`config.mk`:
```
export PLATFORM = sky130hd
export DESIGN_NAME = mi4_div
export DESIGN_NICKNAME = d
export VERILOG_FILES = /design/src/design/mi4_pkg.sv /design/src/design/mi4_div.sv
export SDC_FILE = /design/constraint.sdc
export NUM_CORES = 1
export LEC_CHECK = 0
export BUFFER_PORTS_ARGS = -buffer_cell sky130_fd_sc_hd__buf_4
export CORE_ASPECT_RATIO = 0.5
export CORE_MARGIN = 8
export CORE_UTILIZATION = 45
export DETAILED_ROUTE_END_ITERATION = 7
export PLACE_DENSITY = 0.69
export RECOVER_POWER = 100
export SYNTH_ARGS = -nofsm -noshare
export SYNTH_HDL_FRONTEND = slang
export SYNTH_SLANG_ARGS = --single-unit
```
`constraint.sdc`:
```
create_clock -name clk -period 39.9 [get_ports clk]
set_input_delay 3.99 -clock clk [delete_from_list [all_inputs] [get_ports clk]]
set_output_delay 3.99 -clock clk [all_outputs]
set_load 0.02 [all_outputs]
```
`src/design/mi4_pkg.sv`:
```
// Shared types and constants of the 4x4 fixed-point matrix inverse.
// Holds the sequencer state codes, the divider result bundle and the minor tables.
// No dependencies.
package mi4_pkg;

	localparam int ELEM_W = 32;
	// A signed 3x3 cofactor of 32-bit elements fits in 97 bits, the determinant in 130.
	localparam int COF_W  = 97;
	localparam int DET_W  = 130;
	localparam int CHUNKS = 4;
	localparam int CW_W   = CHUNKS * ELEM_W;
	// Quotient bits produced by the divider; anything wider saturates.
	localparam int QBITS  = 33;

	typedef enum logic [4:0] {
		ST_LOAD,
		ST_C_A,
		ST_C_B,
		ST_C_C,
		ST_C_D,
		ST_C_E,
		ST_C_F,
		ST_C_W,
		ST_D_A,
		ST_D_B,
		ST_D_M,
		ST_D_ACC,
		ST_D_FIN,
		ST_O_RD,
		ST_O_NUM,
		ST_O_START,
		ST_O_WAIT,
		ST_O_SHOW
	} mi4_state_t;

	typedef enum logic [1:0] {
		DV_IDLE,
		DV_CHECK,
		DV_ITER,
		DV_DONE
	} mi4_div_state_t;

	typedef struct packed {
		logic        done;
		logic        ovf;
		logic [31:0] value;
	} mi4_div_res_t;

	// Column permutation of each of the six terms of a 3x3 determinant,
	// packed {p2, p1, p0}, and a mask of the terms that are subtracted.
	localparam logic [5:0] PERM [6] = '{
		{2'd2, 2'd1, 2'd0},
		{2'd1, 2'd2, 2'd0},
		{2'd2, 2'd0, 2'd1},
		{2'd0, 2'd2, 2'd1},
		{2'd1, 2'd0, 2'd2},
		{2'd0, 2'd1, 2'd2}
	};
	localparam logic [5:0] PSIGN = 6'b100110;

	// Maps a minor row or column to the full matrix, skipping the excluded one.
	function automatic logic [1:0] skip(input logic [1:0] k, input logic [1:0] excl);
		logic [1:0] r;
		r = (k < excl) ? k : k + 2'd1;
		return r;
	endfunction

endpackage

```
`src/design/mi4_div.sv`:
```
// Bit-serial restoring divider with saturation to a signed 32-bit result.
// One quotient bit per cycle after a single overflow check. Depends on mi4_pkg.
module mi4_div #(
	parameter int NUM_W = 148,
	parameter int DEN_W = 131
) (
	input  logic               clk,
	input  logic               arst_n,
	input  logic               start,
	input  logic [NUM_W-1:0]   num,
	input  logic [DEN_W-1:0]   den,
	input  logic               neg,
	output mi4_pkg::mi4_div_res_t res
);

	localparam int QB    = mi4_pkg::QBITS;
	localparam int CW    = (NUM_W > DEN_W + 1) ? NUM_W : DEN_W + 1;
	localparam int CNT_W = $clog2(QB);

	mi4_pkg::mi4_div_state_t state_q, state_d;

	logic [CW-1:0]    rem_q;
	logic [QB-1:0]    low_q;
	logic [QB-1:0]    quo_q;
	logic [DEN_W-1:0] den_q;
	logic             neg_q;
	logic             big_q;
	logic [CNT_W-1:0] cnt_q;

	logic [CW-1:0] den_ext;
	logic [CW-1:0] trial;
	logic          fits;
	logic          sat;

	assign den_ext = CW'(den_q);
	assign trial   = {rem_q[CW-2:0], low_q[QB-1]};
	assign fits    = (trial >= den_ext);

	always_ff @(posedge clk or negedge arst_n) begin
		if (!arst_n) begin
			state_q <= mi4_pkg::DV_IDLE;
		end else begin
			state_q <= state_d;
		end
	end

	always_comb begin
		state_d = state_q;
		case (state_q)
			mi4_pkg::DV_IDLE: begin
				if (start) begin
					state_d = mi4_pkg::DV_CHECK;
				end
			end
			mi4_pkg::DV_CHECK: begin
				state_d = (rem_q >= den_ext) ? mi4_pkg::DV_DONE : mi4_pkg::DV_ITER;
			end
			mi4_pkg::DV_ITER: begin
				if (cnt_q == CNT_W'(QB - 1)) begin
					state_d = mi4_pkg::DV_DONE;
				end
			end
			mi4_pkg::DV_DONE: begin
				state_d = mi4_pkg::DV_IDLE;
			end
			default: begin
				state_d = mi4_pkg::DV_IDLE;
			end
		endcase
	end

	always_ff @(posedge clk) begin
		case (state_q)
			mi4_pkg::DV_IDLE: begin
				if (start) begin
					// The high part must stay below the divisor, else the quotient
					// needs more than QB bits.
					rem_q <= CW'(num) >> QB;
					low_q <= num[QB-1:0];
					den_q <= den;
					neg_q <= neg;
					quo_q <= '0;
					cnt_q <= '0;
				end
			end
			mi4_pkg::DV_CHECK: begin
				big_q <= (rem_q >= den_ext);
			end
			mi4_pkg::DV_ITER: begin
				rem_q <= fits ? trial - den_ext : trial;
				quo_q <= {quo_q[QB-2:0], fits};
				low_q <= {low_q[QB-2:0], 1'b0};
				cnt_q <= cnt_q + 1'b1;
			end
			default: begin
			end
		endcase
	end

	always_comb begin
		if (neg_q) begin
			sat = big_q || quo_q[32] || (quo_q[31] && (|quo_q[30:0]));
		end else begin
			sat = big_q || quo_q[32] || quo_q[31];
		end
		res.done = (state_q == mi4_pkg::DV_DONE);
		res.ovf  = sat;
		if (sat) begin
			res.value = neg_q ? 32'h8000_0000 : 32'h7FFF_FFFF;
		end else begin
			res.value = neg_q ? (~quo_q[31:0] + 32'd1) : quo_q[31:0];
		end
	end

endmodule

```
==> flow_metrics.py <==
metrics = {
    "yosys": {
        "async_flop_share_pct": 0.5634,
        "synth_warnings": 0,
        "synth_mux_area_share_pct": 3.293,
        "synth.cell_area_sq_mm": 0.02774,
        "syn_area_per_cell_sq_um": 9.006,
        "yosys.area_share.simple_pct": 16.09,
        "synth_compound_area_share_pct": 21.28,
        "netlist_instances": 3080,
        "synth_fp_nets": 3633,
        "synth-xor-area-share_pct": 4.200,
        "ys_ff_latch": 355,
        "synthFlopType": "edfxtp_1",
        "synthAdderAreaFrac_pct": 12.21,
        "synth-edff-count": 353,
        "synth_top_family_by_area": "compound AO/OA/AOI/OAI gates",
        "synth.distinct_cells": 82,
        "ys_seq_area_share_pct": 38.40,
    },
    "global_route": {
        "grt_max_degree": 205,
        "gr-total-overflow": 0,
        "antenna_found_initial": 3,
        "grt_usage_pct": 22.36,
        "grt_pass1_vias": 24000,
        "grt_pass1_wl_microns": 129000,
    },
    "drt": {
        "wl_microns": 81980,
        "drc_errors": 0,
        "drtIter0Drc": 1845,
        "first_pass_iters": 6,
        "ant_nets": 0,
        "num_vias": 24100,
        "viasPerCell": 5.801,
        "wl_per_cell_microns": 19.73,
    },
    "pwr": {
        "power_density_mw_per_mm2": 85.22,
        "ir_drop_mv": 0.04423,
        "leakagePower_nw": 12.93,
    },
    "finish": {
        "area_growth_pct": 13.80,
        "utilization_pct": 51.73,
        "instances_no_fill": 4155,
        "drive_above_1_share_pct": 11.81,
        "final_nets": 3856,
        "final_area_sq_mm": 0.03157,
    },
    "timing": {
        "timing.fmax_ghz": 0.07265,
        "rsz0062_at_grt": "no",
        "whs_ps": 545.7,
        "hold_violations": 0,
        "setup-tns-final_ps": 0,
        "worst_pin_slew_ps": 9944,
        "relSlewSlack_pct": -562.9,
        "fin_skew_ps": 18.84,
        "finalCriticalPeriod_ps": 13760,
        "period_share_pct": 34.50,
        "drv_slew": 998,
        "setup_viol": 0,
    },
    "clock_network": {
        "numCtsBuffers": 37,
        "post_cts_buffers": 0,
        "clk_pin_slew_ps": 60,
        "cts_hold_buf": 0,
        "htreeDepth": 2,
        "insertion_delay_ps": 560,
        "cts_root_buffer": "clkbuf_16",
        "cts_buffer_depth": 3,
        "cts_tree": "yes",
        "cts_num_sinks": 355,
        "cts_resized": 0,
    },
    "placed_design": {
        "gp_congestion": 0.9320,
        "dp_cells": 4089,
        "port-buffer-count": 316,
        "dpl_cell_area_sq_mm": 0.03073,
        "detailed_place_hpwl_microns": 64010,
    },
    "setup_path": {
        "critical_path_required_ps": 40130,
        "critPathCaptureType": "flip-flop",
        "ff2ff_setup_slack_ps": 26140,
        "startpoint_type": "flip-flop",
        "cp_max_fo": 204,
        "critPathKind": "reg2reg",
        "crit_arrival_ps": 13990,
    },
    "run_status": {
        "status": "finished with violations",
        "violations": "max-capacitance violations, max-slew violations",
    },
    "die": {
        "rows": 64,
        "start_util_pct": 45.46,
        "io_pins": 317,
        "fp.dieW_microns": 367.1,
        "core-area_sq_mm": 0.06102,
        "dieArea_sq_mm": 0.07032,
        "die_y_microns": 191.6,
    },
    "job": {
        "drv_cap": 13,
    },
    "hold_path": {
        "hold_class": "reg2reg",
    },
}
layout by cell type (no fill, tap or decap), types with 8 or more instances in the layout:
| cell | instances |
|---|---|
| a21oi_1 | 443 |
| nor2_1 | 370 |
| edfxtp_1 | 353 |
| ha_1 | 269 |
| nand2_1 | 199 |
| inv_1 | 181 |
| o21ai_0 | 157 |
| buf_4 | 154 |
| a21o_1 | 130 |
| clkbuf_4 | 126 |
| nand4_1 | 96 |
| xnor2_1 | 69 |
| xor2_1 | 64 |
| clkbuf_1 | 56 |
| mux2i_1 | 53 |
| o21bai_1 | 42 |
| nand3_1 | 40 |
| nor3_1 | 37 |
| clkbuf_16 | 37 |
| mux2_2 | 32 |
| o21a_1 | 30 |
| nor4_1 | 25 |
| or3_1 | 24 |
| and2_1 | 24 |
| a31oi_1 | 22 |
| nor2b_1 | 21 |
| o22ai_1 | 17 |
| nand2b_1 | 16 |
| or4_1 | 15 |
| and2_0 | 15 |
| a21boi_0 | 14 |
| a211oi_1 | 14 |
| o31ai_1 | 13 |
| and3_1 | 13 |
| or2_2 | 12 |
| o211ai_1 | 9 |
| a221oi_1 | 8 |
cells in the mapped netlist (6+ instances only):
cell / instances / area, sq um
a211o_1: 6 / 52.55
a211oi_1: 14 / 105.1
a21boi_0: 14 / 105.1
a21o_1: 130 / 975.9
a21oi_1: 442 / 2212
a221oi_1: 8 / 70.07
a31o_2: 6 / 52.55
a31oi_1: 22 / 137.6
and2_1: 39 / 244.0
and3_1: 13 / 81.33
and4_1: 6 / 52.55
buf_1: 6 / 22.52
buf_2: 12 / 60.06
clkbuf_1: 124 / 465.5
edfxtp_1: 353 / 10600
ha_1: 269 / 3366
inv_1: 181 / 679.4
mux2_2: 34 / 382.9
mux2i_1: 53 / 530.5
nand2_1: 199 / 747.0
nand2b_1: 16 / 100.1
nand3_1: 39 / 195.2
nand4_1: 96 / 600.6
nor2_1: 370 / 1389
nor2b_1: 21 / 131.4
nor3_1: 35 / 175.2
nor4_1: 24 / 150.1
o211a_1: 6 / 60.06
o211ai_1: 9 / 67.56
o21a_1: 30 / 225.2
o21ai_0: 156 / 780.8
o21bai_1: 42 / 315.3
o22a_1: 6 / 52.55
o22ai_1: 17 / 106.4
o31a_1: 6 / 52.55
o31ai_1: 13 / 97.59
or2_2: 12 / 75.07
or3_1: 24 / 150.1
or4_1: 15 / 112.6
xnor2_1: 69 / 604.3
xor2_1: 64 / 560.5
registers in the layout (all words and copies together), names as in the netlist:
signal,count
den_q,131
quo_q,33
neg_q,1
state_q,2
cnt_q,6
low_q,33
big_q,1
rem_q,148
per-stage QoR:
| step | total power, mW | worst slack [ps] |
|---|---|---|
| 2_1_floorplan | 1.958 | 22190 |
| 3_3_place_gp | 2.280 | 31400 |
| 3_5_place_dp | 2.306 | 31310 |
| 4_1_cts | 2.659 | 30700 |
| 5_1_grt | 2.917 | 24760 |
| 6_report | 2.690 | 26140 |
routing by layer:
metal	vias up	global-route usage, %	part of all wire, %
li1	11810	-	-
met1	11460	29.19	44
met2	693	37.81	47
met3	138	4.149	6.2
met4	2	6.738	2.9
met5	-	0	0.016
kinds of logic after synthesis:
kind of cell	count (synthesis)
buffers and inverters	327
DFF	355
and+or+nand+nor	937
adders and majority gates	270
AOI/OAI and AO/OA	971
xor gates and xnor gates	133
muxes	87
worst max-delay path, stage by stage (launching register included):
cell and delay (ps):
edfxtp_1 430, ha_1 440, a21o_1 260, a21boi_0 260, o22ai_1 110, o21bai_1 520
a311oi_1 270, nor4b_1 790, o21ai_2 140, a21oi_1 1400, clkbuf_1 6970, a21oi_1 1010
nor4b_1 610, xnor2_1 150, nor2_1 60
layout make-up:
class	count	area, sq um
fillers	5768	29450
multi-input cells	2398	15780
flip-flops and latches	355	10650
repair buffers	329	2286
well taps	825	1032
clock buffers	48	1007
inverters	182	684.4
clock inverters	16	125.1
diodes	2	5.005
where the power goes:
part | switching [mW] | internal, mW | leakage, nW | total, mW
Sequential | 0.111 | 0.644 | 3.33 | 0.755
Combinational | 0.984 | 0.612 | 9.04 | 1.60
Clock | 0.153 | 0.186 | 0.561 | 0.339
final timing paths:
kind | startpoint | endpoint | cells after the start
max | rem_q[8]$_DFFE_PP_ | rem_q[140]$_SDFFCE_PN0P_ | 14
min | low_q[25]$_DFFE_PP_ | low_q[26]$_DFFE_PP_ | 1
max reg2reg | rem_q[8]$_DFFE_PP_ | rem_q[140]$_SDFFCE_PN0P_ | 14
min reg2reg | low_q[25]$_DFFE_PP_ | low_q[26]$_DFFE_PP_ | 1
max in group asynchronous | arst_n | state_q[1]$_DFFE_PN0P_ | 1
min in group asynchronous | arst_n | state_q[0]$_DFFE_PN0P_ | 1
(Power assumes the default switching activity.)
